==> src/rtl/core/distance_history_bar_graph_assert.svh <==
// Assertion macros used by the distance history bar graph RTL.
`ifndef DISTANCE_HISTORY_BAR_GRAPH_ASSERT_SVH
`define DISTANCE_HISTORY_BAR_GRAPH_ASSERT_SVH

// The consequent must hold in the same cycle as the antecedent.
`define DHBG_ASSERT_SAME(label, clock, rstn, ante, cons) \
	label: assert property (@(posedge clock) disable iff (!(rstn)) (ante) |-> (cons)) \
		else $error("dhbg assertion failed");

// The consequent must hold in the cycle after the antecedent.
`define DHBG_ASSERT_NEXT(label, clock, rstn, ante, cons) \
	label: assert property (@(posedge clock) disable iff (!(rstn)) (ante) |=> (cons)) \
		else $error("dhbg assertion failed");

`endif

==> src/rtl/core/dhbg_pkg.sv <==
// ----------------------------------------------------------------------------
// dhbg_pkg
// Shared constants, types and functions of the distance history bar graph.
// ----------------------------------------------------------------------------
package dhbg_pkg;

	localparam int HISTORY_DEPTH   = 8;
	localparam int DISPLAY_COLUMNS = 8;
	localparam int NUM_COLS        = (HISTORY_DEPTH < DISPLAY_COLUMNS) ?
		HISTORY_DEPTH : DISPLAY_COLUMNS;
	localparam int PTR_W           = $clog2(HISTORY_DEPTH);
	localparam int COL_W           = $clog2(NUM_COLS);

	localparam int DIST_W   = 9;
	localparam int HEIGHT_W = 4;
	localparam int COLUMN_W = 3;
	localparam int MASK_W   = 8;

	localparam logic [DIST_W-1:0] MAX_DISTANCE = DIST_W'(400);

	localparam int QUEUE_DEPTH = 2;
	localparam int QPTR_W      = $clog2(QUEUE_DEPTH);

	typedef struct packed {
		logic [HEIGHT_W-1:0] height;
	} dhbg_item_t;

	typedef enum logic {
		BACK_IDLE,
		BACK_RUN
	} back_state_t;

	function automatic logic [HEIGHT_W-1:0] height_of(input logic [DIST_W-1:0] d);
		logic [HEIGHT_W-1:0] h;
		if (d == '0)                 h = HEIGHT_W'(0);
		else if (d <= DIST_W'(5))    h = HEIGHT_W'(8);
		else if (d <= DIST_W'(10))   h = HEIGHT_W'(7);
		else if (d <= DIST_W'(20))   h = HEIGHT_W'(6);
		else if (d <= DIST_W'(30))   h = HEIGHT_W'(5);
		else if (d <= DIST_W'(50))   h = HEIGHT_W'(4);
		else if (d <= DIST_W'(70))   h = HEIGHT_W'(3);
		else if (d <= DIST_W'(110))  h = HEIGHT_W'(2);
		else                         h = HEIGHT_W'(1);
		return h;
	endfunction

	function automatic logic [MASK_W-1:0] mask_of(input logic [HEIGHT_W-1:0] h);
		logic [MASK_W-1:0] m;
		for (int i = 0; i < MASK_W; i++) begin
			m[i] = (HEIGHT_W'(i) < h);
		end
		return m;
	endfunction

endpackage

==> src/rtl/core/dhbg_ram.sv <==
// ----------------------------------------------------------------------------
// dhbg_ram
// Generic single-write, single-read RAM with a registered read port.
// ----------------------------------------------------------------------------
module dhbg_ram #(
	parameter int WIDTH = 8,
	parameter int DEPTH = 8
) (
	input  logic                     clk,
	input  logic                     we,
	input  logic [$clog2(DEPTH)-1:0] waddr,
	input  logic [WIDTH-1:0]         wdata,
	input  logic                     re,
	input  logic [$clog2(DEPTH)-1:0] raddr,
	output logic [WIDTH-1:0]         rdata
);

	logic [WIDTH-1:0] mem_q [DEPTH];

	always_ff @(posedge clk) begin
		if (we) begin
			mem_q[waddr] <= wdata;
		end
		if (re) begin
			rdata <= mem_q[raddr];
		end
	end

endmodule

==> src/rtl/core/dhbg_front.sv <==
// ----------------------------------------------------------------------------
// dhbg_front
// Accepts samples, saturates them and classifies each into a bar height.
// ----------------------------------------------------------------------------
module dhbg_front (
	input  logic                         clk,
	input  logic                         arst_n,
	input  logic                         in_valid,
	output logic                         in_ready,
	input  logic [dhbg_pkg::DIST_W-1:0]  sample_distance,
	output logic                         item_valid,
	input  logic                         item_ready,
	output dhbg_pkg::dhbg_item_t         item
);
	import dhbg_pkg::*;

	logic                valid_s1;
	dhbg_item_t          item_s1;
	logic [DIST_W-1:0]   sat_dist;

	assign sat_dist = (sample_distance > MAX_DISTANCE) ? MAX_DISTANCE : sample_distance;
	assign in_ready = !valid_s1 || item_ready;

	always_ff @(posedge clk or negedge arst_n) begin
		if (!arst_n) begin
			valid_s1 <= 1'b0;
		end else if (in_ready) begin
			valid_s1 <= in_valid;
		end
	end

	always_ff @(posedge clk) begin
		if (in_ready && in_valid) begin
			item_s1.height <= height_of(sat_dist);
		end
	end

	assign item_valid = valid_s1;
	assign item       = item_s1;

endmodule

==> src/rtl/core/dhbg_queue.sv <==
// ----------------------------------------------------------------------------
// dhbg_queue
// Short FIFO of classified requests between the front and the back.
// ----------------------------------------------------------------------------
module dhbg_queue (
	input  logic                 clk,
	input  logic                 arst_n,
	input  logic                 push_valid,
	output logic                 push_ready,
	input  dhbg_pkg::dhbg_item_t push_item,
	output logic                 pop_valid,
	input  logic                 pop_ready,
	output dhbg_pkg::dhbg_item_t pop_item
);
	import dhbg_pkg::*;

	dhbg_item_t          slot_q [QUEUE_DEPTH];
	logic [QPTR_W-1:0]   wr_ptr_q;
	logic [QPTR_W-1:0]   rd_ptr_q;
	logic [QPTR_W:0]     count_q;
	logic                do_push;
	logic                do_pop;

	assign push_ready = (count_q != (QPTR_W+1)'(QUEUE_DEPTH));
	assign pop_valid  = (count_q != '0);
	assign do_push    = push_valid && push_ready;
	assign do_pop     = pop_valid && pop_ready;
	assign pop_item   = slot_q[rd_ptr_q];

	always_ff @(posedge clk or negedge arst_n) begin
		if (!arst_n) begin
			wr_ptr_q <= '0;
			rd_ptr_q <= '0;
			count_q  <= '0;
		end else begin
			if (do_push) begin
				wr_ptr_q <= (wr_ptr_q == QPTR_W'(QUEUE_DEPTH-1)) ? '0 : wr_ptr_q + 1'b1;
			end
			if (do_pop) begin
				rd_ptr_q <= (rd_ptr_q == QPTR_W'(QUEUE_DEPTH-1)) ? '0 : rd_ptr_q + 1'b1;
			end
			case ({do_push, do_pop})
				2'b10:   count_q <= count_q + 1'b1;
				2'b01:   count_q <= count_q - 1'b1;
				default: count_q <= count_q;
			endcase
		end
	end

	always_ff @(posedge clk) begin
		if (do_push) begin
			slot_q[wr_ptr_q] <= push_item;
		end
	end

endmodule

==> src/rtl/core/dhbg_back.sv <==
// ----------------------------------------------------------------------------
// dhbg_back
// Writes each height into the ring history and streams out the columns,
// newest first, one RAM read per column.
// ----------------------------------------------------------------------------
`include "distance_history_bar_graph_assert.svh"

module dhbg_back (
	input  logic                           clk,
	input  logic                           arst_n,
	input  logic                           req_valid,
	output logic                           req_ready,
	input  dhbg_pkg::dhbg_item_t           req_item,
	output logic                           out_valid,
	input  logic                           out_ready,
	output logic [dhbg_pkg::COLUMN_W-1:0]  column_index,
	output logic [dhbg_pkg::HEIGHT_W-1:0]  bar_height,
	output logic [dhbg_pkg::MASK_W-1:0]    column_mask,
	output logic                           last_column
);
	import dhbg_pkg::*;

	back_state_t              state_q;
	back_state_t              state_d;
	logic [PTR_W-1:0]         wr_ptr_q;
	logic [PTR_W-1:0]         pos_q;
	logic [COL_W-1:0]         col_q;
	logic [HISTORY_DEPTH-1:0] filled_q;
	logic                     out_valid_q;
	logic [COL_W-1:0]         col_out_q;
	logic                     last_q;
	logic                     filled_rd_q;
	logic [HEIGHT_W-1:0]      rd_height;
	logic                     load;
	logic                     issue;
	logic                     col_last;

	assign col_last = (col_q == COL_W'(NUM_COLS-1));

	always_comb begin
		state_d = state_q;
		case (state_q)
			BACK_IDLE: if (req_valid) state_d = BACK_RUN;
			BACK_RUN:  if (issue && col_last) state_d = BACK_IDLE;
			default:   state_d = BACK_IDLE;
		endcase
	end

	always_comb begin
		load  = 1'b0;
		issue = 1'b0;
		case (state_q)
			BACK_IDLE: load  = req_valid;
			BACK_RUN:  issue = !out_valid_q || out_ready;
			default: begin
				load  = 1'b0;
				issue = 1'b0;
			end
		endcase
	end

	assign req_ready = load;

	dhbg_ram #(
		.WIDTH(HEIGHT_W),
		.DEPTH(HISTORY_DEPTH)
	) u_history (
		.clk  (clk),
		.we   (load),
		.waddr(wr_ptr_q),
		.wdata(req_item.height),
		.re   (issue),
		.raddr(pos_q),
		.rdata(rd_height)
	);

	always_ff @(posedge clk or negedge arst_n) begin
		if (!arst_n) begin
			state_q     <= BACK_IDLE;
			wr_ptr_q    <= '0;
			pos_q       <= '0;
			col_q       <= '0;
			filled_q    <= '0;
			out_valid_q <= 1'b0;
		end else begin
			state_q <= state_d;
			if (load) begin
				filled_q[wr_ptr_q] <= 1'b1;
				pos_q    <= wr_ptr_q;
				col_q    <= '0;
				wr_ptr_q <= (wr_ptr_q == PTR_W'(HISTORY_DEPTH-1)) ? '0 : wr_ptr_q + 1'b1;
			end
			if (issue) begin
				// Walk backward from the newest entry, wrapping below slot zero.
				pos_q <= (pos_q == '0) ? PTR_W'(HISTORY_DEPTH-1) : pos_q - 1'b1;
				col_q <= col_q + 1'b1;
			end
			if (issue) begin
				out_valid_q <= 1'b1;
			end else if (out_ready) begin
				out_valid_q <= 1'b0;
			end
		end
	end

	always_ff @(posedge clk) begin
		if (issue) begin
			col_out_q   <= col_q;
			last_q      <= col_last;
			filled_rd_q <= filled_q[pos_q];
		end
	end

	// An entry never written reads as a zero distance, which gives no bar.
	assign out_valid    = out_valid_q;
	assign column_index = COLUMN_W'(col_out_q);
	assign bar_height   = filled_rd_q ? rd_height : '0;
	assign column_mask  = mask_of(bar_height);
	assign last_column  = last_q;

	`DHBG_ASSERT_SAME(a_load_only_idle, clk, arst_n, load, state_q == BACK_IDLE && !issue)
	`DHBG_ASSERT_NEXT(a_load_starts_run, clk, arst_n, load,
		state_q == BACK_RUN && col_q == '0 && filled_q[pos_q])
	`DHBG_ASSERT_NEXT(a_issue_shows, clk, arst_n, issue, out_valid_q)
	`DHBG_ASSERT_SAME(a_last_matches, clk, arst_n, out_valid_q && last_q,
		col_out_q == COL_W'(NUM_COLS-1))

endmodule

==> src/rtl/core/distance_history_bar_graph.sv <==
// A sample passes the front register and the request queue; the back end then writes it into
// the history RAM and reads its 8 columns, one read per column, all through the single read
// port, holding while the output is not ready, and loads no new sample until the last issue.
// A 2-entry request queue lets up to three samples be taken while the back end is busy.
// Reset (arst_n low, asynchronous) empties the pipeline and queue, zeroes the write
// pointer and marks every history entry unwritten, so it reads as a zero distance.
// ----------------------------------------------------------------------------
// distance_history_bar_graph
// Ring history of distance samples shown as eight thermometer bar columns.
// ----------------------------------------------------------------------------
module distance_history_bar_graph (
	input  logic                           clk,
	input  logic                           arst_n,
	input  logic                           in_valid,
	output logic                           in_ready,
	input  logic [dhbg_pkg::DIST_W-1:0]    sample_distance,
	output logic                           out_valid,
	input  logic                           out_ready,
	output logic [dhbg_pkg::COLUMN_W-1:0]  column_index,
	output logic [dhbg_pkg::HEIGHT_W-1:0]  bar_height,
	output logic [dhbg_pkg::MASK_W-1:0]    column_mask,
	output logic                           last_column
);
	import dhbg_pkg::*;

	logic       front_valid;
	logic       front_ready;
	dhbg_item_t front_item;
	logic       req_valid;
	logic       req_ready;
	dhbg_item_t req_item;

	dhbg_front u_front (
		.clk            (clk),
		.arst_n         (arst_n),
		.in_valid       (in_valid),
		.in_ready       (in_ready),
		.sample_distance(sample_distance),
		.item_valid     (front_valid),
		.item_ready     (front_ready),
		.item           (front_item)
	);

	dhbg_queue u_queue (
		.clk       (clk),
		.arst_n    (arst_n),
		.push_valid(front_valid),
		.push_ready(front_ready),
		.push_item (front_item),
		.pop_valid (req_valid),
		.pop_ready (req_ready),
		.pop_item  (req_item)
	);

	dhbg_back u_back (
		.clk         (clk),
		.arst_n      (arst_n),
		.req_valid   (req_valid),
		.req_ready   (req_ready),
		.req_item    (req_item),
		.out_valid   (out_valid),
		.out_ready   (out_ready),
		.column_index(column_index),
		.bar_height  (bar_height),
		.column_mask (column_mask),
		.last_column (last_column)
	);

endmodule

==> config.mk <==
export PLATFORM = sky130hd
export DESIGN_NAME = distance_history_bar_graph
export DESIGN_NICKNAME = d
export VERILOG_FILES = /design/src/rtl/core/dhbg_pkg.sv /design/src/rtl/core/dhbg_ram.sv /design/src/rtl/core/dhbg_front.sv /design/src/rtl/core/dhbg_queue.sv /design/src/rtl/core/dhbg_back.sv /design/src/rtl/core/distance_history_bar_graph.sv
export VERILOG_INCLUDE_DIRS = /design/src /design/src/rtl/core
export SDC_FILE = /design/constraint.sdc
export NUM_CORES = 1
export LEC_CHECK = 0
export BUFFER_PORTS_ARGS = -buffer_cell sky130_fd_sc_hd__buf_2
export CORE_ASPECT_RATIO = 1.4
export CORE_MARGIN = 1
export CORE_UTILIZATION = 45
export CTS_BUF_LIST = sky130_fd_sc_hd__clkbuf_16
export CTS_CLUSTER_DIAMETER = 40
export CTS_CLUSTER_SIZE = 20
export DETAILED_ROUTE_END_ITERATION = 10
export SLEW_MARGIN = 30
export SYNTH_ARGS = -nofsm -noshare
export SYNTH_HDL_FRONTEND = slang
export SYNTH_SLANG_ARGS = --single-unit
==> constraint.sdc <==
create_clock -name clk -period 4.3 [get_ports clk]
set_input_delay 0.43 -clock clk [delete_from_list [all_inputs] [get_ports clk]]
set_output_delay 0.43 -clock clk [all_outputs]
set_load 0.02 [all_outputs]
# After elaboration in Yosys (flattened, before gate mapping)
# Memory sizes are Yosys's and may differ from the RTL's. A register that Yosys moved wholly into a read port is not among the register bits.
# Cells that the tools add are included.
# op_classes
add_sub_neg,7
order_cmp,19
eq_ne,5
muxes,33
n_bitwise,2
reduce_logical,16
# op_table
op,count
$mux 4,7
$le 9x5->1 const B,2
$le 9x7->1 const B,2
$mux 3,6
$lt 3x4->1 const A,4
$mux 1,14
$gt 9x9->1 const B,1
$le 9x3->1 const B,1
$le 9x4->1 const B,1
$le 9x6->1 const B,1
$logic_not 9->1,1
$mux 9,1
$lt 1x4->1 const A,2
$lt 2x4->1 const A,2
$lt 3x4->1 const B,2
$or 8x8->8,1
$reduce_bool 2->1,4
$add 3x1->3 const B,2
$eq 3x3->1 const B,2
$logic_and 1x1->1,5
$pmux 2 s2,1
$bmux 1 s3,1
$demux 1 s3,1
$ge 3x1->1 const B,1
14 further kinds,17
# totals
register_bits,33
ramBits,40
output_inout_bits,18
elab_cells,99
memories,2
# mem_list
name,depth,word_bits,rd,rd_ports_with_merged_regs,write_ports,line_no,source
u_back.u_history.mem_q,8,4,1,1,1,dhbg_ram.sv:18,logic [WIDTH-1:0] mem_q [DEPTH];
u_queue.slot_q,2,4,1,0,1,dhbg_queue.sv:17,dhbg_item_t slot_q [QUEUE_DEPTH];

# Depth between registers and ports, before layout
# Gate-level depths: netlist of run 1.
# logic_depth
ltp_word,10
mapped_depth,7

# Hierarchy
# A second synthesis of run 1 with hierarchy kept.
# unflattened
hier_cells,230
area_unflattened_um2,3418.3
# by_module_without_submodules
mod,instances,cells_per_inst,area_per_inst_um2,seq_area_each_um2
dhbg_ram,1,63,1410.1,1081.0
dhbg_back,1,103,1177.4,625.6
dhbg_queue,1,29,480.5,340.3
dhbg_front,1,35,350.3,145.1

# Least setup slack after synthesis of run 1
# No wires, ideal clock.
# synth_timing
kind,reg2out
startpoint,reg u_back.filled_rd_q
endpoint,out column_mask[0] in the netlist's numbering
arrival_time_ns,1.301
required_ns,3.870
slack_ns,2.569
stages_incl_launch_ff,5
path_buffers,0
cell_sequence,edfxtp_1 -> and2_1 -> nor2_1 -> nand2_1 -> or2_1
# synth_via
elab_chain_cells,2
# synth_lines
element,line_no,source
"start, declared",dhbg_back.sv:32,logic filled_rd_q;
"start signal, assigned",dhbg_back.sv:110,filled_rd_q <= filled_q[pos_q];
$mux 4,dhbg_back.sv:117,assign bar_height = filled_rd_q ? rd_height : '0;
via bar_height (one bit),distance_history_bar_graph.sv:20,"output logic [dhbg_pkg::HEIGHT_W-1:0] bar_height,"
$lt 1x4->1,dhbg_pkg.sv:50,m[i] = (HEIGHT_W'(i) < h);
"end, declared",distance_history_bar_graph.sv:21,"output logic [dhbg_pkg::MASK_W-1:0] column_mask,"
# The timed path passes the listed nets, and every way through them passes these cells.

# Worst setup path after layout of run 1
# layout_timing
startpoint,reg u_back.filled_rd_q
endpoint,out column_mask[0] in the netlist's numbering
# layout_via
elab_chain_cells,2
# layout_lines
element,line_no
$mux 4,dhbg_back.sv:117
$lt 1x4->1,dhbg_pkg.sv:50
# No other way between the ends.

==> results.md, run 1 <==
- Flop pwr share: 0.449
- Final Hold Fails: 0
- TritonRoute pass-1 iters: 4
- 1st-iter DRT viols: 94
- F_max: 506 MHz
- Initial Utilization: 0.471
- Gr ovfl total: 0
- Core ar.: 0.00703 mm2
- Unrepaired setup endpoints after global routing: false
- Reg2Reg Setup Slack: 2.34 ns
- Ant diodes: 0
- Num CTS Buffers: 9
- Worst slew pin tran: 0.788 ns
- Placed Cells incl. Taps: 348
- Die Height: 104 um
- Post-Route Setup TNS: 0 ns
- Synth Warn #: 0
- Area of the multi-input gates: 0.00106 mm2
- Wirelength per Cell: 15.8 um
- Final Wtd Congestion: 0.699
- Initial antenna violation count: 0
- Critical R2R Launch: u_back.state_q
- Vias in the first global route: 1885
- Internal Dissipation: 1.81 mW
- Worst VDD drop: 311 uV
- Die Area: 0.00771 mm2
- Yosys top cell by area: edfxtp_1
- Clock sink total: 77
- Vias: 1900
- Clock latency on the worst-skew pair: 0.33 ns
- Crit path arrival time: 1.54 ns
- Placed Area: 0.00355 mm2
- Crit path capture type: output port
- Post-Syn Instances: 228
- Post-Syn Area per Cell: 14.5 um2
- I/O Buffers: 30
- Maximum root-to-sink buffer count: 2
- Post-Syn Area: 0.00331 mm2
- Post-synth top flop: edfxtp_1
- Postcts setup bufs: 0
- Sw frac: 0.310
- Post-DRT Antenna Nets: 0
- Maxcap violations: 0
- Final worst slack: 2.33 ns
- Period utilization: 0.459
- Cell Pwr Density: 679 mW/mm2
- Slew Viols, Final: 0
- FP Rows: 36
- H-tree Lvls: 3
- Post-cts hold buffer count: 0
- Total Routing Usage GR: 0.172
- Leak: 1.55 nW
- Total Wirelength: 5770 um
- FF/Latch Area: 0.00219 mm2
- Layout cells sized above 1: 0.238
- Rel. slew slack: 0.471
- Gates resized, CTS repair: 0
- Largest net degree at the start of global routing: 25
- Synth top area share: 0.481
- First-pass GRT wire length: 9380 um
- CTS tree: done
- Flops & latches, synth: 77
- Commonest cells in the netlist: 53 x edfxtp_1, 33 x nand2_1, 24 x dfrtp_1, 10 x mux4_2, 10 x nor2_1
- Seq/Total Area, Yosys: 0.662
- Total power: 2.63 mW
- Worst Path Required: 3.87 ns
- CP Launch Point: u_back.filled_rd_q
- Reg2reg end: u_back.u_history.mem_q[1][2]
- Reg clk slew, reported paths: 0.06 ns
- Switching pwr: 0.813 mW
- DRC viols: 0
- # fillers: 596
- Non-Filler Instances: 364
- Count leader, synth: edfxtp_1
- Combinational fraction of design power: 0.258
- R2R depth: 4
- CTS root buf: clkbuf_16
- Crit path kind: reg2out
- Area delta synth->final: 16.7%
- Place WS: 2.32 ns
- Result of the run: completed
- Hold crit path type: in2async
- Number of synthesized flops with an enable pin: 53
- Largest cells by area after synthesis: edfxtp_1 48%, dfrtp_1 18%, mux4_2 6.8%
- Setup crit end: column_mask[0]
- Setup crit start kind: register
- Final setup violation count: 0
- Design Area, Final: 0.00387 mm2
- Worst Clk Skew: 0.00448 ns
- Die width: 74.5 um
- CP Max Fanout: 5
- Clock share of power: 0.292
- Routed vias/inst: 5.22
- Tmin final: 1.97 ns
- NumNets Final: 284
- DP HPWL: 4130 um
- Top Ports: 31
- Asr flop ratio synth: 0.312
- Count of cell types in the netlist: 40
- Post-Syn Nets: 248
==> per-layer routing <==
| layer | share of wire | wire (um) | track usage | up-vias |
|---|---|---|---|---|
| li1 | - | - | - | 919 |
| met1 | 0.42 | 2410 | 0.203 | 932 |
| met2 | 0.53 | 3060 | 0.279 | 41 |
| met3 | 0.029 | 169 | 0.0438 | 8 |
| met4 | 0.021 | 123 | 0.0984 | 0 |
| met5 | 0 | 0 | 0 | - |
==> logic make-up after synthesis <==
family | count (synthesis) | synth area share
simple gates | 80 | 0.121
flops | 77 | 0.662
compound gates | 31 | 0.0775
buf+inv | 14 | 0.0189
mux | 14 | 0.0816
fa+ha+maj | 7 | 0.0264
xor+xnor | 5 | 0.0132
==> power groups by stage <==
stage | Sequential [mW] | Clock [mW] | Combinational [mW]
after global routing | 1.21 | 0.817 | 0.764
after detailed placement | 1.20 | 0 | 0.686
after global placement | 1.19 | 0 | 0.674
final | 1.18 | 0.768 | 0.679
after CTS | 1.18 | 0.786 | 0.690
after floorplan | 1.11 | 0 | 0.562
==> registers in the layout (all words and copies together) (netlist names) <==
name                    count
u_back.filled_q             8
u_queue.slot_q              8
u_queue.count_q             2
u_back.filled_rd_q          1
u_back.u_history.rdata      4
u_back.last_column          1
u_front.item_valid          1
u_back.pos_q                3
u_queue.rd_ptr_q            1
u_back.u_history.mem_q     32
u_queue.wr_ptr_q            1
u_back.column_index         3
u_back.out_valid            1
u_front.item                4
u_back.col_q                3
u_back.state_q              1
u_back.wr_ptr_q             3
==> how the worst min path moves through the flow <==
stage	startpoint	endpoint	slack [ns]	cells after the start
CTS	arst_n	u_queue.wr_ptr_q	0.08	1
global placement	u_front.item[0]	u_queue.slot_q[0][0]	0.42	0
global route	arst_n	u_back.filled_q[6]	0.12	1
finish	arst_n	u_queue.wr_ptr_q	0.08	1
detailed placement	u_front.item[2]	u_queue.slot_q[1][2]	0.43	0
floorplan	arst_n	u_back.col_q[0]	0.13	0
==> final cells by class <==
class	count	share of cell area
flip-flops and latches	77	0.567
repair buffers	30	0.0388
well taps	95	0.0307
clock buffers	9	0.0583
inverters	9	0.00874
clock inverters	7	0.0214
multi-input cells	137	0.275
==> placed cells by master, fill, tap and decap left out, drive strengths merged, types with 2 or more instances in the layout <==
cell and instances:
a21o 3, a21oi 5, a221o 2, a22o 2, and2 4, and3 2, buf 30, bufinv 2
clkbuf 9, clkinv 3, dfrtp 24, edfxtp 53, ha 7, inv 11, mux2 4, mux4 10
nand2 33, nand2b 6, nand3 2, nand3b 3, nor2 10, nor3 8, nor4 3, o211ai 2
o21a 2, o21ai 7, o21bai 2, o31a 2, or2 9, xnor2 4
==> critical path: stages (launching register included) <==
cell,delay [ns]
edfxtp_1,0.42
and2_1,0.20
nor2_1,0.16
nand2_1,0.08
or2_1,0.20
buf_2,0.15
==> metrics by stage <==
| step | hold slack, ns | util |
|---|---|---|
| finish | 0.0781 | 0.550 |
| global route | 0.115 | 0.550 |
| CTS | 0.0845 | 0.549 |
| detailed placement | 0.431 | 0.506 |
| global placement | 0.423 | 0.506 |
| floorplan | 0.134 | - |
(Power assumes the default switching activity.)
==> run 2: changes to the inputs <==
--- a/config.mk
+++ b/config.mk
@@ -14,6 +14,7 @@
 export CTS_CLUSTER_DIAMETER = 40
 export CTS_CLUSTER_SIZE = 20
 export DETAILED_ROUTE_END_ITERATION = 10
+export PLACE_DENSITY = 0.66
 export SLEW_MARGIN = 30
 export SYNTH_ARGS = -nofsm -noshare
 export SYNTH_HDL_FRONTEND = slang
==> constraint.sdc (replaced) <==
create_clock -name clk -period 1.59 [get_ports clk]
set_input_delay 0.159 -clock clk [delete_from_list [all_inputs] [get_ports clk]]
set_output_delay 0.159 -clock clk [all_outputs]
set_load 0.02 [all_outputs]
==> results.md, run 2 (synthesized netlist as in run 1, its figures left out) <==
- Result of the run: finished, violations left
- Failing checks: negative setup slack
- Commonest non-fill, non-tap cell in the layout: edfxtp_1
- Top Ports: 31 (unchanged)
- Leak: 1.62 nW (+4.3%)
- Crit path kind: reg2out
- First-pass GRT wire length: 9690 um (+3.3%)
- Die width: 74.5 um (unchanged)
- I/O Buffers: 30 (unchanged)
- Most frequent cells in the layout: 53 x edfxtp_1, 33 x nand2_1, 28 x buf_2
- Final Wtd Congestion: 0.725 (+3.6%)
- Crit path arrival time: 1.48 ns (-0.06 ns)
- Total power: 7.15 mW (+170%)
- Place WS: 0.0810 ns (-2.24 ns)
- Ant diodes: 0 (unchanged)
- Post-DRT Antenna Nets: 0 (unchanged)
- Non-Filler Instances: 378 (+3.8%)
- Worst slew pin tran: 0.555 ns (-0.233 ns)
- Hold crit path type: in2reg
- NumNets Final: 298 (+4.9%)
- Final worst slack: -0.0460 ns (-2.37 ns)
- Reg clk slew, reported paths: 0.06 ns (about the same)
- Final setup violation count: 1 (+1)
- Min Hold Slack: 0.0348 ns (-0.0433 ns)
- Biggest regs: u_back.u_history.mem_q: 32 flops, u_back.filled_q: 8 flops, u_queue.slot_q: 8 flops
- Layout cells sized above 1: 0.297 (+0.0589)
- Num CTS Buffers: 9 (unchanged)
- Max FFs per register: 32 (unchanged)
- 1st-iter DRT viols: 148 (+57%)
- Clock sink total: 77 (unchanged)
- Total Wirelength: 5940 um (+3.1%)
- Worst Path Required: 1.43 ns (-2.44 ns)
- Util after Layout: 0.569 (+0.0183)
- Area delta synth->final: 20.6%
- Crit path capture type: output port
- Slew Viols, Final: 0 (unchanged)
- Post-Route Setup TNS: -0.0460 ns (-0.0460 ns)
- Largest Register: u_back.u_history.mem_q
- H-tree Lvls: 3 (unchanged)
- Die Area: 0.00771 mm2 (unchanged)
- F_max: 611 MHz
- Routed vias/inst: 5.32 (+1.9%)
- CP Max Fanout: 4 (-1)
- # fillers: 575 (-3.5%)
- Gr ovfl total: 0 (unchanged)
- Design Area, Final: 0.00400 mm2 (+3.3%)
- Worst Clk Skew: 0.00872 ns (+0.00424 ns)
- Setup crit start kind: register
- Maxcap violations: 0 (unchanged)
- Die Height: 104 um (unchanged)
- DP HPWL: 4310 um (+4.5%)
- Initial antenna violation count: 0 (unchanged)
- CTS root buf: clkbuf_16
- Cell Pwr Density: 1790 mW/mm2 (+160%)
- Rel. slew slack: 0.630 (+0.159)
- Unrepaired setup endpoints after global routing: true
- Initial Utilization: 0.471 (unchanged)
- Tmin final: 1.64 ns
- DRC viols: 0 (unchanged)
- Period utilization: 1.03
- Total Routing Usage GR: 0.176 (+0.00341)
- Maximum root-to-sink buffer count: 2 (unchanged)
- Core ar.: 0.00703 mm2 (unchanged)
- FP Rows: 36 (unchanged)
- Clock latency on the worst-skew pair: 0.33 ns (about the same)
- Final Hold Fails: 0 (unchanged)
- Placed Area: 0.00367 mm2 (+3.2%)
- TritonRoute pass-1 iters: 4 (unchanged)
- Worst VDD drop: 823 uV (+170%)
- Largest net degree at the start of global routing: 25 (unchanged)
- Vias: 2011 (+5.8%)
- Placed Cells incl. Taps: 361 (+3.7%)
- Wirelength per Cell: 15.7 um (-0.77%)
- Vias in the first global route: 2021 (+7.2%)
- CTS tree: done
[run 2: power breakdown]
group          switching [mW]  leakage (nW)  internal [mW]
Clock                   0.747         0.141           1.14
Combinational            1.20         0.689          0.989
Sequential              0.342         0.788           2.73
Total                    2.29          1.62           4.86
[run 2: area by class of cell]
cell class              count  area (um2)  area share
multi-input cells         137        1080       0.271
clock buffers              10         250      0.0626
inverters                   9        33.8     0.00846
well taps                  95         119      0.0298
flip-flops and latches     77        2190       0.549
clock inverters             6        35.0     0.00877
repair buffers             44         283      0.0708
[run 2: path summary, 6_finish.rpt]
path / startpoint / end / slack, ns / cells past startpoint
worst max register to register: u_queue.count_q[0] / u_back.filled_q[1] / 0.09 / 6
worst min-delay path: in_valid / u_front.item_valid / 0.03 / 2
worst min register to register: u_front.item[2] / u_queue.slot_q[0][2] / 0.45 / 0
worst max-delay path: u_back.filled_rd_q / column_mask[0] / -0.05 / 5
max in group asynchronous: arst_n / u_back.filled_q[4] / 0.87 / 2
min in group asynchronous: arst_n / u_front.item_valid / 0.35 / 2
[run 2: repair_timing]
item                                    4_1_cts  5_1_grt
hold buffers                                  1        0
gates resized for setup                       4        7
endpoints found under the hold margin        24        0
buffers inserted                              0        0
pin swaps                                     0        0
endpoints found under the setup margin        3       10
[run 2: critical path, stage by stage (launching register included)]
cell	delay, ns
edfxtp_1	0.43
and2_4	0.18
nor2_4	0.12
nand2_1	0.07
or2_1	0.22
buf_6	0.14
[run 2: metal layers]
layer | track usage | up-vias | part of all wire | wire (um)
li1 | - | 945 | - | -
met4 | 0.0795 | 0 | 0.021 | 127
met5 | 0 | - | 0 | 0
met3 | 0.0447 | 9 | 0.028 | 167
met2 | 0.316 | 42 | 0.58 | 3470
met1 | 0.184 | 1015 | 0.37 | 2180
